===== config.mk =====
export PLATFORM = sky130hd
export DESIGN_NAME = tv_serial_reply_power_tracker
export DESIGN_NICKNAME = d
export VERILOG_FILES = /design/src/rtl/tvpt_pkg.sv /design/src/rtl/tvpt_step.sv /design/src/rtl/tv_serial_reply_power_tracker.sv
export SDC_FILE = /design/constraint.sdc
export NUM_CORES = 1
export LEC_CHECK = 0
export BUFFER_PORTS_ARGS = -buffer_cell sky130_fd_sc_hd__buf_2
export CAP_MARGIN = 15
export CORE_ASPECT_RATIO = 0.5
export CORE_MARGIN = 3
export CORE_UTILIZATION = 35
export DETAILED_ROUTE_END_ITERATION = 7
export GPL_TIMING_DRIVEN = 0
export PLACE_DENSITY = 0.63
export SETUP_SLACK_MARGIN = 0.1
export SLEW_MARGIN = 30
export SYNTH_ARGS = -nofsm -noshare
export SYNTH_HDL_FRONTEND = slang
export SYNTH_SLANG_ARGS = --single-unit

===== constraint.sdc =====
create_clock -name clk -period 4.7 [get_ports clk]
set_clock_uncertainty 0.05 [all_clocks]
set_input_delay 0.705 -clock clk [delete_from_list [all_inputs] [get_ports clk]]
set_output_delay 0.705 -clock clk [all_outputs]
set_load 0.05 [all_outputs]

===== src/rtl/tvpt_pkg.sv =====
`default_nettype none
package tvpt_pkg;

  // operation codes
  localparam logic [2:0] OP_RX_BYTE = 3'd0;
  localparam logic [2:0] OP_TICK    = 3'd1;
  localparam logic [2:0] OP_PWR_KEY = 3'd2;
  localparam logic [2:0] OP_QUERY   = 3'd3;
  localparam logic [2:0] OP_WAKE    = 3'd4;

  // power states
  localparam logic [2:0] PS_OFF         = 3'd0;
  localparam logic [2:0] PS_POWER_OFF   = 3'd1;
  localparam logic [2:0] PS_POWERING_OFF = 3'd2;
  localparam logic [2:0] PS_POWER_UP    = 3'd3;
  localparam logic [2:0] PS_POWERING_UP = 3'd4;
  localparam logic [2:0] PS_ON          = 3'd5;

  // query kinds
  localparam logic [1:0] QK_POWER_OFF = 2'd0;
  localparam logic [1:0] QK_POWER_ON  = 2'd1;
  localparam logic [1:0] QK_STATUS    = 2'd2;

  // configuration register indexes
  localparam logic CFG_RX_GAP       = 1'b0;
  localparam logic CFG_QUERY_PERIOD = 1'b1;

  localparam logic [6:0] RX_GAP_RESET       = 7'd100;
  localparam logic [6:0] QUERY_PERIOD_RESET = 7'd100;

  // reply characters
  localparam logic [7:0] CH_END = 8'h78;  // 'x'
  localparam logic [7:0] CH_M   = 8'h6d;  // 'm'
  localparam logic [7:0] CH_O   = 8'h4f;
  localparam logic [7:0] CH_K   = 8'h4b;
  localparam logic [7:0] CH_N   = 8'h4e;
  localparam logic [7:0] CH_G   = 8'h47;

  localparam logic [3:0] POS_CMD      = 4'd0;
  localparam logic [3:0] POS_ACK1     = 4'd5;
  localparam logic [3:0] POS_ACK2     = 4'd6;
  localparam logic [3:0] POS_SHORT_END = 4'd7;
  localparam logic [3:0] POS_LONG_END = 4'd8;
  localparam logic [3:0] POS_MAX      = 4'd15;

  typedef struct packed {
    logic [2:0] operation;
    logic [7:0] rx_byte;
    logic [6:0] tick_count;
    logic       source_known;
  } in_item_t;

  typedef struct packed {
    logic [2:0] power_state;
    logic       send_query;
    logic [1:0] query_kind;
    logic       notify_source_off;
    logic       select_input_request;
  } out_item_t;

  // tracker state; timers are two's complement, running while not negative
  typedef struct packed {
    logic [2:0] power_state;
    logic [3:0] rx_position;
    logic [7:0] reply_command;
    logic [7:0] ack_first;
    logic [7:0] ack_second;
    logic [7:0] rx_gap_timer;
    logic [7:0] query_timer;
  } tvpt_state_t;

endpackage
`default_nettype wire


===== src/rtl/tvpt_step.sv =====
`default_nettype none
module tvpt_step (
  input  tvpt_pkg::tvpt_state_t cur,
  input  tvpt_pkg::in_item_t    item,
  input  logic [6:0]            rx_gap_ticks,
  input  logic [6:0]            query_period_ticks,
  output tvpt_pkg::tvpt_state_t nxt,
  output tvpt_pkg::out_item_t   res
);
  import tvpt_pkg::*;

  logic [3:0] pos_eff;
  logic       finish;
  logic       query_due;

  assign pos_eff   = cur.rx_gap_timer[7] ? POS_CMD : cur.rx_position;
  assign query_due = cur.query_timer[7] || (cur.query_timer == 8'd0);

  always_comb begin
    nxt    = cur;
    res    = '0;
    finish = 1'b0;

    case (item.operation)
      OP_RX_BYTE: begin
        nxt.rx_gap_timer = {1'b0, rx_gap_ticks};
        if (item.rx_byte == CH_END) begin
          finish          = (pos_eff == POS_SHORT_END);
          nxt.rx_position = POS_CMD;
        end else begin
          if (pos_eff == POS_CMD) nxt.reply_command = item.rx_byte;
          if (pos_eff == POS_ACK1) nxt.ack_first = item.rx_byte;
          if (pos_eff == POS_ACK2) nxt.ack_second = item.rx_byte;
          finish          = (pos_eff == POS_LONG_END);
          nxt.rx_position = (pos_eff == POS_MAX) ? POS_MAX : pos_eff + 4'd1;
        end
      end
      OP_TICK: begin
        // a running timer is 0..127, so one step of up to 127 never passes -128
        if (!cur.rx_gap_timer[7])
          nxt.rx_gap_timer = cur.rx_gap_timer - {1'b0, item.tick_count};
        if (!cur.query_timer[7])
          nxt.query_timer = cur.query_timer - {1'b0, item.tick_count};
      end
      OP_PWR_KEY: begin
        if (cur.power_state == PS_ON) begin
          nxt.power_state       = PS_POWER_OFF;
          res.notify_source_off = 1'b1;
        end else if (cur.power_state == PS_OFF) begin
          nxt.power_state          = PS_POWER_UP;
          res.select_input_request = item.source_known;
        end
      end
      OP_QUERY: begin
        if (query_due) begin
          res.send_query  = 1'b1;
          nxt.query_timer = {1'b0, query_period_ticks};
          if (cur.power_state == PS_POWER_UP) begin
            res.query_kind  = QK_POWER_ON;
            nxt.power_state = PS_POWERING_UP;
          end else if (cur.power_state == PS_POWER_OFF) begin
            res.query_kind  = QK_POWER_OFF;
            nxt.power_state = PS_POWERING_OFF;
          end else begin
            res.query_kind = QK_STATUS;
            if (cur.power_state == PS_POWERING_UP) nxt.power_state = PS_POWER_UP;
            if (cur.power_state == PS_POWERING_OFF) nxt.power_state = PS_POWER_OFF;
          end
        end
      end
      OP_WAKE: begin
        if (cur.power_state < PS_POWER_UP) nxt.power_state = PS_POWER_UP;
      end
      default: ;
    endcase

    // completed reply, judged on the captured fields
    if (finish && cur.reply_command == CH_M) begin
      if (cur.ack_first == CH_O && cur.ack_second == CH_K) begin
        if (cur.power_state != PS_POWER_OFF && cur.power_state != PS_POWERING_OFF) begin
          res.select_input_request = (cur.power_state == PS_OFF) && item.source_known;
          nxt.power_state          = PS_ON;
        end
      end else if (cur.ack_first == CH_N && cur.ack_second == CH_G) begin
        if (cur.power_state != PS_POWER_UP && cur.power_state != PS_POWERING_UP) begin
          res.notify_source_off = (cur.power_state == PS_ON);
          nxt.power_state       = PS_OFF;
        end
      end
    end

    res.power_state = nxt.power_state;
  end

endmodule
`default_nettype wire


===== src/rtl/tv_serial_reply_power_tracker.sv =====
// Power-state tracker for a TV on a serial command link. Each input item
// (reply byte, tick, power key, query slot, wake request) yields exactly one
// result item carrying the power state after that item plus query and pulse
// flags. One item is taken per clock when not stalled; its result is
// registered to out_, or to the skid stage if out_ is held. The whole update
// is one short combinational pass over a handful of registers; an output
// register backed by a one-deep skid stage lets the input keep flowing
// while a result waits, so in_stall only rises when both are full. The two
// configuration registers may be written at any time the block is idle.
`default_nettype none
module tv_serial_reply_power_tracker (
  input  logic                 clk,
  input  logic                 rst_n,
  input  logic                 in_valid,
  output logic                 in_stall,
  input  tvpt_pkg::in_item_t   in_item,
  output logic                 out_valid,
  input  logic                 out_stall,
  output tvpt_pkg::out_item_t  out_item,
  input  logic                 cfg_we,
  input  logic                 cfg_index,
  input  logic [6:0]           cfg_wdata
);
  import tvpt_pkg::*;

  tvpt_state_t state_r;
  tvpt_state_t state_nxt;
  out_item_t   res;
  out_item_t   out_item_r;
  out_item_t   skid_item_r;
  logic        out_valid_r;
  logic        skid_valid_r;
  logic [6:0]  gap_r;
  logic [6:0]  period_r;
  logic        in_acc;
  logic        out_free;

  tvpt_step u_step (
    .cur                (state_r),
    .item               (in_item),
    .rx_gap_ticks       (gap_r),
    .query_period_ticks (period_r),
    .nxt                (state_nxt),
    .res                (res)
  );

  assign in_stall  = skid_valid_r;
  assign in_acc    = in_valid && !in_stall;
  assign out_free  = !out_valid_r || !out_stall;
  assign out_valid = out_valid_r;
  assign out_item  = out_item_r;

  always_ff @(posedge clk) begin
    if (!rst_n) begin
      state_r      <= '0;
      gap_r        <= RX_GAP_RESET;
      period_r     <= QUERY_PERIOD_RESET;
      out_valid_r  <= 1'b0;
      skid_valid_r <= 1'b0;
    end else begin
      if (cfg_we) begin
        unique case (cfg_index)
          CFG_RX_GAP:       gap_r    <= cfg_wdata;
          CFG_QUERY_PERIOD: period_r <= cfg_wdata;
          default: ;
        endcase
      end
      if (in_acc) state_r <= state_nxt;
      if (out_free) begin
        if (skid_valid_r) begin
          out_valid_r  <= 1'b1;
          skid_valid_r <= 1'b0;
        end else begin
          out_valid_r <= in_acc;
        end
      end else if (in_acc) begin
        skid_valid_r <= 1'b1;
      end
    end
  end

  // result payload, no reset needed
  always_ff @(posedge clk) begin
    if (out_free) begin
      if (skid_valid_r) out_item_r <= skid_item_r;
      else if (in_acc)  out_item_r <= res;
    end else if (in_acc) begin
      skid_item_r <= res;
    end
  end

  a_state_range: assert property (@(posedge clk) disable iff (!rst_n)
    state_r.power_state <= PS_ON)
    else $error("power state out of range");

  a_kind_idle: assert property (@(posedge clk) disable iff (!rst_n)
    out_valid && !out_item.send_query |-> out_item.query_kind == QK_POWER_OFF)
    else $error("query kind set without a query");

  a_pulse_excl: assert property (@(posedge clk) disable iff (!rst_n)
    out_valid |-> !(out_item.notify_source_off && out_item.select_input_request))
    else $error("notify and select pulses together");

  a_query_reload: assert property (@(posedge clk) disable iff (!rst_n)
    in_acc && in_item.operation == OP_QUERY
      && (state_r.query_timer[7] || state_r.query_timer == 8'd0)
    |=> state_r.query_timer == {1'b0, $past(period_r)})
    else $error("query timer not reloaded after a query");

endmodule
`default_nettype wire


; Yosys cells after proc, flatten, opt, wreduce, memory -nomap -nowiden
; Index checks and enable logic that the tools add are counted.
; W data, S select, Z words.
[op_classes]
n_addsub = 3
n_lt_le_gt_ge = 1
n_eq_ne = 27
mux = 41
bitwise_logic = 4
reduce_logical = 32
[ops]
columns = cell, count
row1 = $eq A8 B7 Y1 const B, 6
row2 = $mux W3, 15
row3 = $mux W8, 5
row4 = $pmux W8 S2, 2
row5 = $reduce_and A4 Y1, 4
row6 = $sub A8 B7 Y8, 2
row7 = $eq A3 B2 Y1 const B, 4
row8 = $eq A4 B3 Y1 const B, 3
row9 = $mux W4, 3
row10 = $reduce_and A2 Y1, 6
row11 = $mux W1, 11
row12 = $eq A3 B3 Y1 const B, 3
row13 = $pmux W3 S3, 1
row14 = $eq A4 B4 Y1 const B, 2
row15 = $logic_not A8 Y1, 1
row16 = $mux W2, 4
row17 = $logic_and A1 B1 Y1, 7
row18 = $eq A3 B1 Y1 const B, 2
row19 = $logic_not A3 Y1, 2
row20 = $ne A3 B2 Y1 const B, 2
row21 = $reduce_and A3 Y1, 2
row22 = $reduce_bool A2 Y1, 3
row23 = $add A4 B1 Y4 const B, 1
row24 = $logic_not A4 Y1, 1
row25 = other kinds (9), 16
[totals]
ff_bits = 79
in_bits = 32
output_inout_bits = 10
word_cells = 131

; Depth between registers and ports, before layout
; Gate-level depths: netlist (run 1).
[depth]
ltp_word = 13
mapped_depth = 10

; Cells and area by module
; Synthesis (run 1) repeated with hierarchy kept, for this count alone.
[unflattened]
hier_cells = 564
area_unflattened_um2 = 4984.8
[modules_own_cells]
columns = module, instances, cells_each, area_each_um2, seq_area_each_um2
row1 = tv_serial_reply_power_tracker, 1, 298, 3094.2, 1741.7
row2 = tvpt_step, 1, 266, 1890.6, 0.0

; Worst setup path before layout (run 1)
; Ideal clock, no wire load.
[synth_timing]
kind = input-to-reg
from = in in_item[16] (netlist name)
to = reg out_item_r, in the netlist out_item[6] (data pin)
arrival_ps = 2504
required_time_ps = 4390
setup_slack_ps = 1886
path_stages = 7
path_cell_list = buf_6 nand4bb_1 or4_4 a2111oi_4 and3_4 and3b_4 mux2_2
[synth_lines]
columns = element, line
row1 = "start, declared", tv_serial_reply_power_tracker.sv:16  ; input tvpt_pkg::in_item_t in_item,
row2 = "end signal, assigned", tv_serial_reply_power_tracker.sv:85  ; if (skid_valid_r) out_item_r <= skid_item_r;
row3 = "end signal, assigned", tv_serial_reply_power_tracker.sv:86  ; else if (in_acc) out_item_r <= res;
row4 = "end, declared", tv_serial_reply_power_tracker.sv:29  ; out_item_t out_item_r;

; Worst setup path in the final report (run 1)
[layout_timing]
from = reg state_r[2] (netlist name)
to = reg state_r[4] (netlist name)
[layout_between]
elab_chain_len = 4
word_cells_on_any_way = 7
[layout_rtl]
columns = element, line
row1 = "start, declared", tv_serial_reply_power_tracker.sv:26  ; tvpt_state_t state_r;
row2 = "start signal, assigned", tv_serial_reply_power_tracker.sv:68  ; if (in_acc) state_r <= state_nxt;
row3 = "parallel branches: the longest is 4 deep, another holds $sub A8 B7 Y8", -
; Parallel ways; which one is timed is not known. The select of a mux whose other input is x is not followed.
; A chain may end at the register's enable or synchronous reset.

==> summary.md, run 1 <==
| Metric | Value |
|---|---|
| R2R Path Start | state_r[2]$_SDFFE_PN0P_ |
| Comb pwr share | 14.5% |
| Setup Fix Bufs, Post-CTS | 0 |
| Mapped Area | 4199 um2 |
| CTS Buf Count | 9 |
| # nets final | 571 |
| Crit-path max FO | 10 |
| CP arrival | 2.93 ns |
| Vias after detailed routing | 3496 |
| WP data required | 4.91 ns |
| Switching Share | 28.60% |
| Fin area | 4876 um2 |
| Avg Cell Area, Syn | 8.934 um2 |
| CP Launch Point | state_r[2]$_SDFFE_PN0P_ |
| CTS Root Cell | clkbuf_16 |
| Int Power | 1.174 mW |
| Synth Flop Type | dfxtp_1 |
| Clock slew at reported path FFs | 0.06 ns |
| Antenna cells | 0 |
| Routability Congestion | 0.8747 |
| Dpl hpwl | 7702 um |
| Final core occ | 42.96% |
| Routed Antenna Nets | 0 |
| Peak Freq | 367.8 MHz |
| Die X-Extent | 160.9 um |
| Full die area | 13430 um2 |
| Pre-CTS setup slack | 1.632 ns |
| Setup total negative slack | 0 ns |
| Synth top area share | 30.04% |
| CTS tree | done |
| Die Ht | 83.45 um |
| Fillers | 1181 |
| Hold WC Path Type | reg -> reg |
| Drt pass-1 iters | 4 |
| Cells after Synth | 470 |
| Overall Global Routing Usage | 15.71% |
| Vias in the first global route | 3358 |
| Total gr overflow | 0 |
| Critical path class | reg -> reg |
| Worst setup SP type | flop |
| Total core area | 11350 um2 |
| Cts hold-fix bufs | 0 |
| Placement Cell Area | 4588 um2 |
| Critical Path Sink | state_r[4]$_SDFFE_PN0P_ |
| Fin Hold WS | 0.4087 ns |
| Post-synthesis async set-or-reset flop share | 0% |
| Initial DRC Count | 183 |
| NetSw | 0.4702 mW |
| Final worst-path setup slack | 1.981 ns |
| R2r endpoint | state_r[4]$_SDFFE_PN0P_ |
| CTS Sinks | 79 |
| Row count | 27 |
| Ratio of cells with drive above 1 in the final layout | 15.08% |
| Synthesized net count | 522 |
| Worst Setup End Kind | flop |
| Initial Util | 36.99% |
| I/O pins | 42 |
| Synth cell types | 65 |
| Seq/Total Area, Yosys | 41.48% |
| Post-synth EDFFs | 16 |
| Area grow syn2layout | 16.12% |
| DR WL/cell | 15.00 um |
| Final worst path period share | 57.86% |
| Tmin final | 2.719 ns |
| Sequential share of power | 44.5% |
| Yosys warns | 0 |
| Clock power share | 41.0% |
| RSZ-0062 raised after global routing | false |
| DRC violations left | 0 |
| H-tree Lvls | 3 |
| Pin count of the biggest net entering global routing | 17 |
| First-pass GRT wire length | 16940 um |
| Static Leak | 2.039 nW |
| Worst reg-to-reg path cell count | 6 |
| Worst-skew pair later-pin latency | 0.34 ns |
| # resized after CTS | 0 |
| Initial antenna violation count | 0 |
| Largest area contributor in the netlist | dfxtp_1 |
| Cell Pwr Density | 337.2 nW/um2 |
| CTS max path bufs | 2 |
| Worst relative slew slack | 42.66% |
| Wirelength, routed | 10240 um |
| Synth Register Bits | 79 |
| Worst VDD drop | 0.0001631 V |
| Area contributors post-synth | dfxtp_1 (30%), edfxtp_1 (11%), mux2i_1 (5.7%) |
| Max Cap Viol | 0 |
| Final max-slew violation count | 0 |
| Number of port buffers | 38 |
| Final hold viol count | 0 |
| Avg Vias per Cell | 5.119 |
| Reg2Reg Setup Slack | 1.98 ns |
| Slew @ Worst Pin | 0.8601 ns |
| Status | complete, no violations |
| Final setup fails | 0 |
sequential cells by signal, summed over array words and instances, names as in the netlist:
name         flops
out_valid        1
state_r         47
skid_item_r      8
in_stall         1
gap_r            7
period_r         7
out_item         8
synthesized netlist by cell type, types with 9 or more instances:
master    count
a211oi_1     10
ha_1         18
nand2_1      56
inv_1        21
nor2_1       51
clkbuf_1     18
edfxtp_1     16
dfxtp_1      63
nor2b_1       9
nand3_1      10
a21oi_1      33
o21ai_0      26
mux2i_1      24
nor3_1        9
metal layers:
layer / global-route usage, % / vias up / share of wire [%]
li1: - / 1780 / -
met1: 22.60 / 1625 / 51
met2: 23.03 / 84 / 43
met3: 3.865 / 7 / 5.1
met4: 5.074 / 0 / 0.97
met5: 0 / - / 0
area by class of cell:
type	count	area, um2	share of cell area, %
multi-input combinational	344	2263	46.42
sequential	79	1742	35.72
clock buffer	9	225.2	4.619
tap	159	198.9	4.080
timing repair buffer	38	190.2	3.900
buffer	25	111.4	2.284
inverter	22	82.58	1.694
clock inverter	7	62.56	1.283
power by group through the flow:
stage / registers, mW / clock network (mW) / logic [mW]
after global routing: 0.735 / 0.713 / 0.267
after floorplan: 0.765 / 0 / 0.150
after detailed placement: 0.748 / 0 / 0.235
final: 0.732 / 0.674 / 0.238
after CTS: 0.733 / 0.688 / 0.238
after global placement: 0.747 / 0 / 0.232
critical path, cell delays in order, from the launching register on:
cell and delay [ns]:
dfxtp_1 0.33, nor4_1 0.57, a21oi_1 0.28, a2111oi_2 0.73
clkbuf_1 0.41, nor2_1 0.07, a211oi_1 0.20
layout by cell type (no fill, tap or decap), types with 3 or more instances in the layout:
cell type and instances:
dfxtp_1 63, nand2_1 56, nor2_1 51, buf_2 40
a21oi_1 33, o21ai_0 26, mux2i_1 24, inv_1 21
clkbuf_1 18, ha_1 18, edfxtp_1 16, nand3_1 10
a211oi_1 10, nor2b_1 9, nor3_1 9, clkbuf_16 9
nand2b_1 8, a21o_1 7, a22oi_1 6, a31oi_1 5
xor2_1 5, xnor2_1 5, o31ai_1 5, nor3b_1 4
mux2_2 3, inv_6 3
how the worst min path moves through the flow:
stage / startpoint / to / slack (ns) / cells after the start
3_3_place_gp: period_r[3]$_SDFFE_PN0P_ / period_r[3]$_SDFFE_PN0P_ / 0.40 / 2
4_1_cts: gap_r[4]$_SDFFE_PN0P_ / gap_r[4]$_SDFFE_PN0P_ / 0.41 / 2
2_1_floorplan: gap_r[0]$_SDFFE_PN0P_ / gap_r[0]$_SDFFE_PN0P_ / 0.39 / 2
3_5_place_dp: gap_r[4]$_SDFFE_PN0P_ / gap_r[4]$_SDFFE_PN0P_ / 0.40 / 2
5_1_grt: gap_r[3]$_SDFFE_PN0P_ / gap_r[3]$_SDFFE_PN0P_ / 0.43 / 2
6_report: gap_r[4]$_SDFFE_PN0P_ / gap_r[4]$_SDFFE_PN0P_ / 0.41 / 2
through the flow:
stage | total power [mW] | instances
after floorplan | 0.9146 | 470
after global placement | 0.9792 | 667
after detailed placement | 0.9828 | 667
after CTS | 1.659 | 683
after global routing | 1.715 | 683
final | 1.644 | 683
kinds of logic (layout without fill, tap and decap cells):
kind of cell | after synthesis | after routing | synth area share, %
AOI/OAI and AO/OA | 112 | 112 | 17.88
buffers and inverters | 47 | 101 | 4.618
and+or+nand+nor | 175 | 175 | 21.10
muxes | 27 | 27 | 6.526
DFF | 79 | 79 | 41.48
xor gates and xnor gates | 10 | 10 | 2.086
adders and majority gates | 20 | 20 | 6.317
(Power assumes the default switching activity.)
==> run 2: changes to the inputs <==
==> constraint.sdc (replaced) <==
create_clock -name clk -period 2.85 [get_ports clk]
set_clock_uncertainty 0.05 [all_clocks]
set_input_delay 0.4275 -clock clk [delete_from_list [all_inputs] [get_ports clk]]
set_output_delay 0.4275 -clock clk [all_outputs]
set_load 0.05 [all_outputs]
==> summary.md, run 2 (synthesized netlist as in run 1, its figures left out) <==
| Metric | Value |
|---|---|
| Status | complete, no violations |
| Vias after detailed routing | 3499 (+0.086%) |
| Post-Place Cells | 667 (unchanged) |
| Antenna cells | 0 (unchanged) |
| RSZ-0062 raised after global routing | true |
| Full die area | 13430 um2 (unchanged) |
| Avg Vias per Cell | 5.123 (about the same) |
| Peak Freq | 387.6 MHz (+5.4%) |
| Final Non-Filler Cells | 683 (unchanged) |
| Switching Share | 28.62% (about the same) |
| R2R Path Start | state_r[2]$_SDFFE_PN0P_ |
| DRC violations left | 0 (unchanged) |
| Routability Congestion | 0.8747 (unchanged) |
| Sequential share of power | 44.5% (about the same) |
| Comb pwr share | 14.6% (about the same) |
| WP data required | 3.06 ns (-1.85 ns) |
| First-pass GRT wire length | 16940 um (unchanged) |
| Vias in the first global route | 3358 (unchanged) |
| Max Cap Viol | 0 (unchanged) |
| Final hold viol count | 0 (unchanged) |
| Cell Pwr Density | 554.9 nW/um2 (+65%) |
| CTS Buf Count | 9 (unchanged) |
| NetSw | 0.7762 mW (+65%) |
| Clock slew at reported path FFs | 0.06 ns (about the same) |
| Pin count of the biggest net entering global routing | 17 (unchanged) |
| Top reg by flops | state_r |
| Ratio of cells with drive above 1 in the final layout | 15.08% (unchanged) |
| HP Start | cfg_wdata[5] |
| Final setup fails | 0 (unchanged) |
| Int Power | 1.936 mW (+65%) |
| Fillers | 1180 (-0.085%) |
| Clock power share | 40.9% (about the same) |
| Worst VDD drop | 0.0002701 V (+66%) |
| Most common cell after layout, fill and taps aside | dfxtp_1 |
| Die Ht | 83.45 um (unchanged) |
| Dpl hpwl | 7702 um (unchanged) |
| Wirelength, routed | 10290 um (+0.41%) |
| Worst-skew pair later-pin latency | 0.34 ns (about the same) |
| Max reg flops | 47 (unchanged) |
| Drt pass-1 iters | 4 (unchanged) |
| Final worst path period share | 90.52% (+33 points) |
| Setup total negative slack | 0 ns (unchanged) |
| Number of port buffers | 38 (unchanged) |
| Overall Global Routing Usage | 15.71% (unchanged) |
| Commonest non-fill, non-tap cells in the layout | dfxtp_1 (63), nand2_1 (56), nor2_1 (51) |
| CTS tree | done |
| Initial antenna violation count | 0 (unchanged) |
| Fin Hold WS | 0.2661 ns (-0.1425 ns) |
| Static Leak | 2.040 nW (about the same) |
| Worst Setup End Kind | flop |
| CTS Sinks | 79 (unchanged) |
| CTS max path bufs | 2 (unchanged) |
| Crit-path max FO | 10 (unchanged) |
| CTS Root Cell | clkbuf_16 |
| I/O pins | 42 (unchanged) |
| H-tree Lvls | 3 (unchanged) |
| # nets final | 571 (unchanged) |
| Tmin final | 2.580 ns (-0.1395 ns) |
| Die X-Extent | 160.9 um (unchanged) |
| Hold WC Path Type | in -> reg |
| Total gr overflow | 0 (unchanged) |
| Total core area | 11350 um2 (unchanged) |
| CP arrival | 2.79 ns (-0.14 ns) |
| Row count | 27 (unchanged) |
| Routed Antenna Nets | 0 (unchanged) |
| Slew @ Worst Pin | 0.8598 ns (-0.0002954 ns) |
| DR WL/cell | 15.06 um (+0.41%) |
| Worst setup SP type | flop |
| Initial DRC Count | 149 (-19%) |
| Initial Util | 36.99% (unchanged) |
| Final max-slew violation count | 0 (unchanged) |
| Cts hold-fix bufs | 0 (unchanged) |
| CP Launch Point | state_r[2]$_SDFFE_PN0P_ |
| Worst relative slew slack | 42.68% (about the same) |
| Area grow syn2layout | 16.42% |
| Critical path class | reg -> reg |
## run 2: final timing paths
path,to,slack [ns],cells past startpoint
max,state_r[4]$_SDFFE_PN0P_,0.27,6
min reg2reg,gap_r[4]$_SDFFE_PN0P_,0.41,2
max reg2reg,state_r[4]$_SDFFE_PN0P_,0.27,6
min,gap_r[5]$_SDFFE_PN1P_,0.27,3
## run 2: power groups by stage
stage                     Clock, mW  Combinational [mW]  Sequential (mW)
final                          1.11               0.397             1.21
after global routing           1.18               0.444             1.21
after detailed placement          0               0.388             1.23
after global placement            0               0.383             1.23
after CTS                      1.14               0.392             1.21
after floorplan                   0               0.247             1.26
## run 2: through the flow
stage	total power [mW]	cell area, um2	utilization [%]	setup WS, ns
5_1_grt	2.832	4888	43.07	0.07542
2_1_floorplan	1.508	4199	-	0.3136
3_5_place_dp	1.621	4588	40.42	0.05916
6_report	2.713	4888	43.07	0.2703
4_1_cts	2.735	4876	42.96	0.1748
3_3_place_gp	1.615	4588	40.42	0.09046
## run 2: area by class of cell
type / count / area [um2] / area share, %
flip-flops and latches: 79 / 1742 / 35.63
clock inverters: 7 / 62.56 / 1.280
inverters: 22 / 82.58 / 1.689
well taps: 159 / 198.9 / 4.070
multi-input cells: 344 / 2276 / 46.56
clock buffers: 9 / 225.2 / 4.607
repair buffers: 38 / 190.2 / 3.890
plain buffers: 25 / 111.4 / 2.278
## run 2: layer usage
metal | GRT usage, % | share of wire, %
met2 | 23.03 | 43
met3 | 3.865 | 6.2
met4 | 5.074 | 0.59
met5 | 0 | 0
met1 | 22.60 | 50
## run 2: what timing repair did
item / CTS / global route
resized for setup: 0 / 2
buffers inserted: 0 / 0
endpoints found under the setup margin: 0 / 9
## run 2: critical path, stage by stage, from the launching register on
cell	delay [ns]
dfxtp_1	0.33
nor4_1	0.57
a21oi_1	0.31
a2111oi_4	0.58
clkbuf_1	0.39
nor2_1	0.07
a211oi_1	0.20
==> run 3: changes to the inputs <==
--- a/config.mk
+++ b/config.mk
@@ -12,7 +12,7 @@
 export CORE_UTILIZATION = 35
 export DETAILED_ROUTE_END_ITERATION = 7
 export GPL_TIMING_DRIVEN = 0
-export PLACE_DENSITY = 0.63
+export PLACE_DENSITY_LB_ADDON = 0.1
 export SETUP_SLACK_MARGIN = 0.1
 export SLEW_MARGIN = 30
 export SYNTH_ARGS = -nofsm -noshare
==> summary.md, run 3 (synthesized netlist as in run 1, its figures left out) <==
| Metric | Value |
|---|---|
| Status | complete, no violations |
| Initial DRC Count | 171 (+15%) |
| Cell Pwr Density | 564.6 nW/um2 (+1.7%) |
| Overall Global Routing Usage | 15.89% (+0.18 points) |
| CP cell instances | buf_4 -> or4b_1 -> a21o_1 -> a2111oi_4 -> and3_4 -> and3b_4 -> mux2_2 |
| Final worst path period share | 89.93% (-0.58 points) |
| Pin count of the biggest net entering global routing | 16 (-1) |
| Worst path slowest cell | or4b_1 |
| Final hold viol count | 0 (unchanged) |
| Top reg by flops | state_r |
| # nets final | 571 (unchanged) |
| Crit-path max FO | 9 (-1) |
| Final setup fails | 0 (unchanged) |
| Die X-Extent | 160.9 um (unchanged) |
| R2r endpoint | out_item[6]$_DFFE_PP_ |
| H-tree Lvls | 3 (unchanged) |
| Area grow syn2layout | 16.98% |
| CP Launch Point | state_r[43]$_SDFFE_PN0P_ |
| Max Cap Viol | 0 (unchanged) |
| Setup total negative slack | 0 ns (unchanged) |
| Vias in the first global route | 3339 (-0.57%) |
| Slew @ Worst Pin | 0.7900 ns (-0.06978 ns) |
| Peak Freq | 390.2 MHz (+0.65%) |
| Wirelength, routed | 10330 um (+0.47%) |
| Tmin final | 2.563 ns (-0.01663 ns) |
| Total gr overflow | 0 (unchanged) |
| WP data required | 2.88 ns (-0.18 ns) |
| Total power | 2.773 mW (+2.2%) |
| Final Non-Filler Cells | 683 (unchanged) |
| CP arrival | 2.60 ns (-0.19 ns) |
| Worst relative slew slack | 47.33% (+4.7 points) |
| Cts hold-fix bufs | 0 (unchanged) |
| Final max-slew violation count | 0 (unchanged) |
| Commonest non-fill, non-tap cells in the layout | dfxtp_1 (63), nand2_1 (56), nor2_1 (51) |
| Initial antenna violation count | 0 (unchanged) |
| CTS tree | done |
| Worst reg-to-reg path cell count | 7 (+1) |
| Worst Setup End Kind | flop |
| Post-Place Cells | 667 (unchanged) |
| Levels on crit path | 7 (+1) |
| Placement Cell Area | 4588 um2 (unchanged) |
| Full die area | 13430 um2 (unchanged) |
| R2R Path Start | state_r[43]$_SDFFE_PN0P_ |
| Critical Path Sink | out_item[6]$_DFFE_PP_ |
| CTS Root Cell | clkbuf_16 |
| Dpl hpwl | 7898 um (+2.5%) |
| Total core area | 11350 um2 (unchanged) |
| Critical path's largest stage delay | 0.44 ns (-0.14 ns) |
| Final core occ | 43.28% (+0.21 points) |
| Hold Path Stages | 3 (unchanged) |
| DRC violations left | 0 (unchanged) |
| Routability Congestion | 0.8042 (-8.1%) |
| Max reg flops | 47 (unchanged) |
| Critical path class | reg -> reg |
| Clock slew at reported path FFs | 0.06 ns (about the same) |
| Reg2Reg Setup Slack | 0.29 ns (+0.02 ns) |
| Ratio of cells with drive above 1 in the final layout | 15.27% (+0.19 points) |
| Routed Antenna Nets | 0 (unchanged) |
| Number of port buffers | 38 (unchanged) |
| DR WL/cell | 15.13 um (+0.47%) |
| CTS Buf Count | 9 (unchanged) |
| Antenna cells | 0 (unchanged) |
| CTS Sinks | 79 (unchanged) |
| Worst setup SP type | flop |
| Drt pass-1 iters | 4 (unchanged) |
| Vias after detailed routing | 3389 (-3.1%) |
| Fin area | 4912 um2 (+0.49%) |
| Initial Util | 36.99% (unchanged) |
| Bufs and invs on worst path | 1 (unchanged) |
| Die Ht | 83.45 um (unchanged) |
| RSZ-0062 raised after global routing | false |
| Static Leak | 2.051 nW (+0.51%) |
| I/O pins | 42 (unchanged) |
| Row count | 27 (unchanged) |
| Crit path max-delay family | simple AND/OR/NAND/NOR gates |
| CTS max path bufs | 2 (unchanged) |
| Worst VDD drop | 0.0002510 V (-7.1%) |
| Worst-skew pair later-pin latency | 0.33 ns (about the same) |
| Avg Vias per Cell | 4.962 (-3.1%) |
| First-pass GRT wire length | 17030 um (+0.53%) |
| Most common cell after layout, fill and taps aside | dfxtp_1 |
| Hold WC Path Type | in -> reg |
-- run 3: cell count changes in the layout (fill, tap and decap cells not counted), sizes merged --
cell / previous run / this run
clkinv: 2 / 3
inv: 26 / 24
bufinv: 0 / 1
-- run 3: worst reg2reg max path: cells and delay by family (launching register included) --
kind	cells	cell delay, ns
buffers and inverters	1	0.14
AO/OA/AOI/OAI	2	0.61
multiplexers	1	0.26
flip-flops	1	0.31
AND/OR/NAND/NOR	3	0.94
-- run 3: how the worst min path moves through the flow --
stage,end,from,slack [ns]
2_1_floorplan,gap_r[0]$_SDFFE_PN0P_,gap_r[0]$_SDFFE_PN0P_,0.39
5_1_grt,gap_r[5]$_SDFFE_PN1P_,cfg_wdata[5],0.28
6_report,gap_r[5]$_SDFFE_PN1P_,cfg_wdata[5],0.28
3_3_place_gp,gap_r[4]$_SDFFE_PN0P_,gap_r[4]$_SDFFE_PN0P_,0.40
4_1_cts,gap_r[5]$_SDFFE_PN1P_,cfg_wdata[5],0.27
3_5_place_dp,gap_r[3]$_SDFFE_PN0P_,gap_r[3]$_SDFFE_PN0P_,0.40
-- run 3: final cells by class --
| type | count | area, um2 |
|---|---|---|
| tap | 159 | 198.9 |
| fill | 1180 | 6439 |
| inverter | 22 | 82.58 |
| timing repair buffer | 38 | 190.2 |
| multi-input combinational | 344 | 2282 |
| sequential | 79 | 1742 |
| clock buffer | 9 | 225.2 |
| buffer | 25 | 111.4 |
| clock inverter | 7 | 80.08 |
-- run 3: where the power goes --
part / leakage (nW) / total (mW) / internal, mW / switching [mW]
logic: 1.23 / 0.396 / 0.145 / 0.251
clock network: 0.148 / 1.17 / 0.689 / 0.480
registers: 0.672 / 1.21 / 1.18 / 0.0236
-- run 3: metal layers --
| layer | global-route usage, % | up-vias | routed length (um) | share of wire [%] |
|---|---|---|---|---|
| met5 | 0 | - | 0 | 0 |
| met4 | 3.747 | 0 | 103 | 1.0 |
| met3 | 4.014 | 9 | 380 | 3.7 |
| met2 | 23.11 | 57 | 4181 | 40 |
| met1 | 23.48 | 1549 | 5669 | 55 |
| li1 | - | 1774 | - | - |
-- run 3: timing repair --
item | CTS | global route
buffers inserted | 0 | 0
resized for setup | 0 | 3
endpoints found under the setup margin | 0 | 8
-- run 3: stage by stage --
| step | setup WS (ns) | hold slack [ns] |
|---|---|---|
| finish | 0.2869 | 0.2785 |
| global route | 0.1672 | 0.2783 |
| CTS | 0.1419 | 0.2682 |
| detailed placement | 0.06328 | 0.4004 |
| global placement | 0.05335 | 0.3980 |
| floorplan | 0.3136 | 0.3867 |
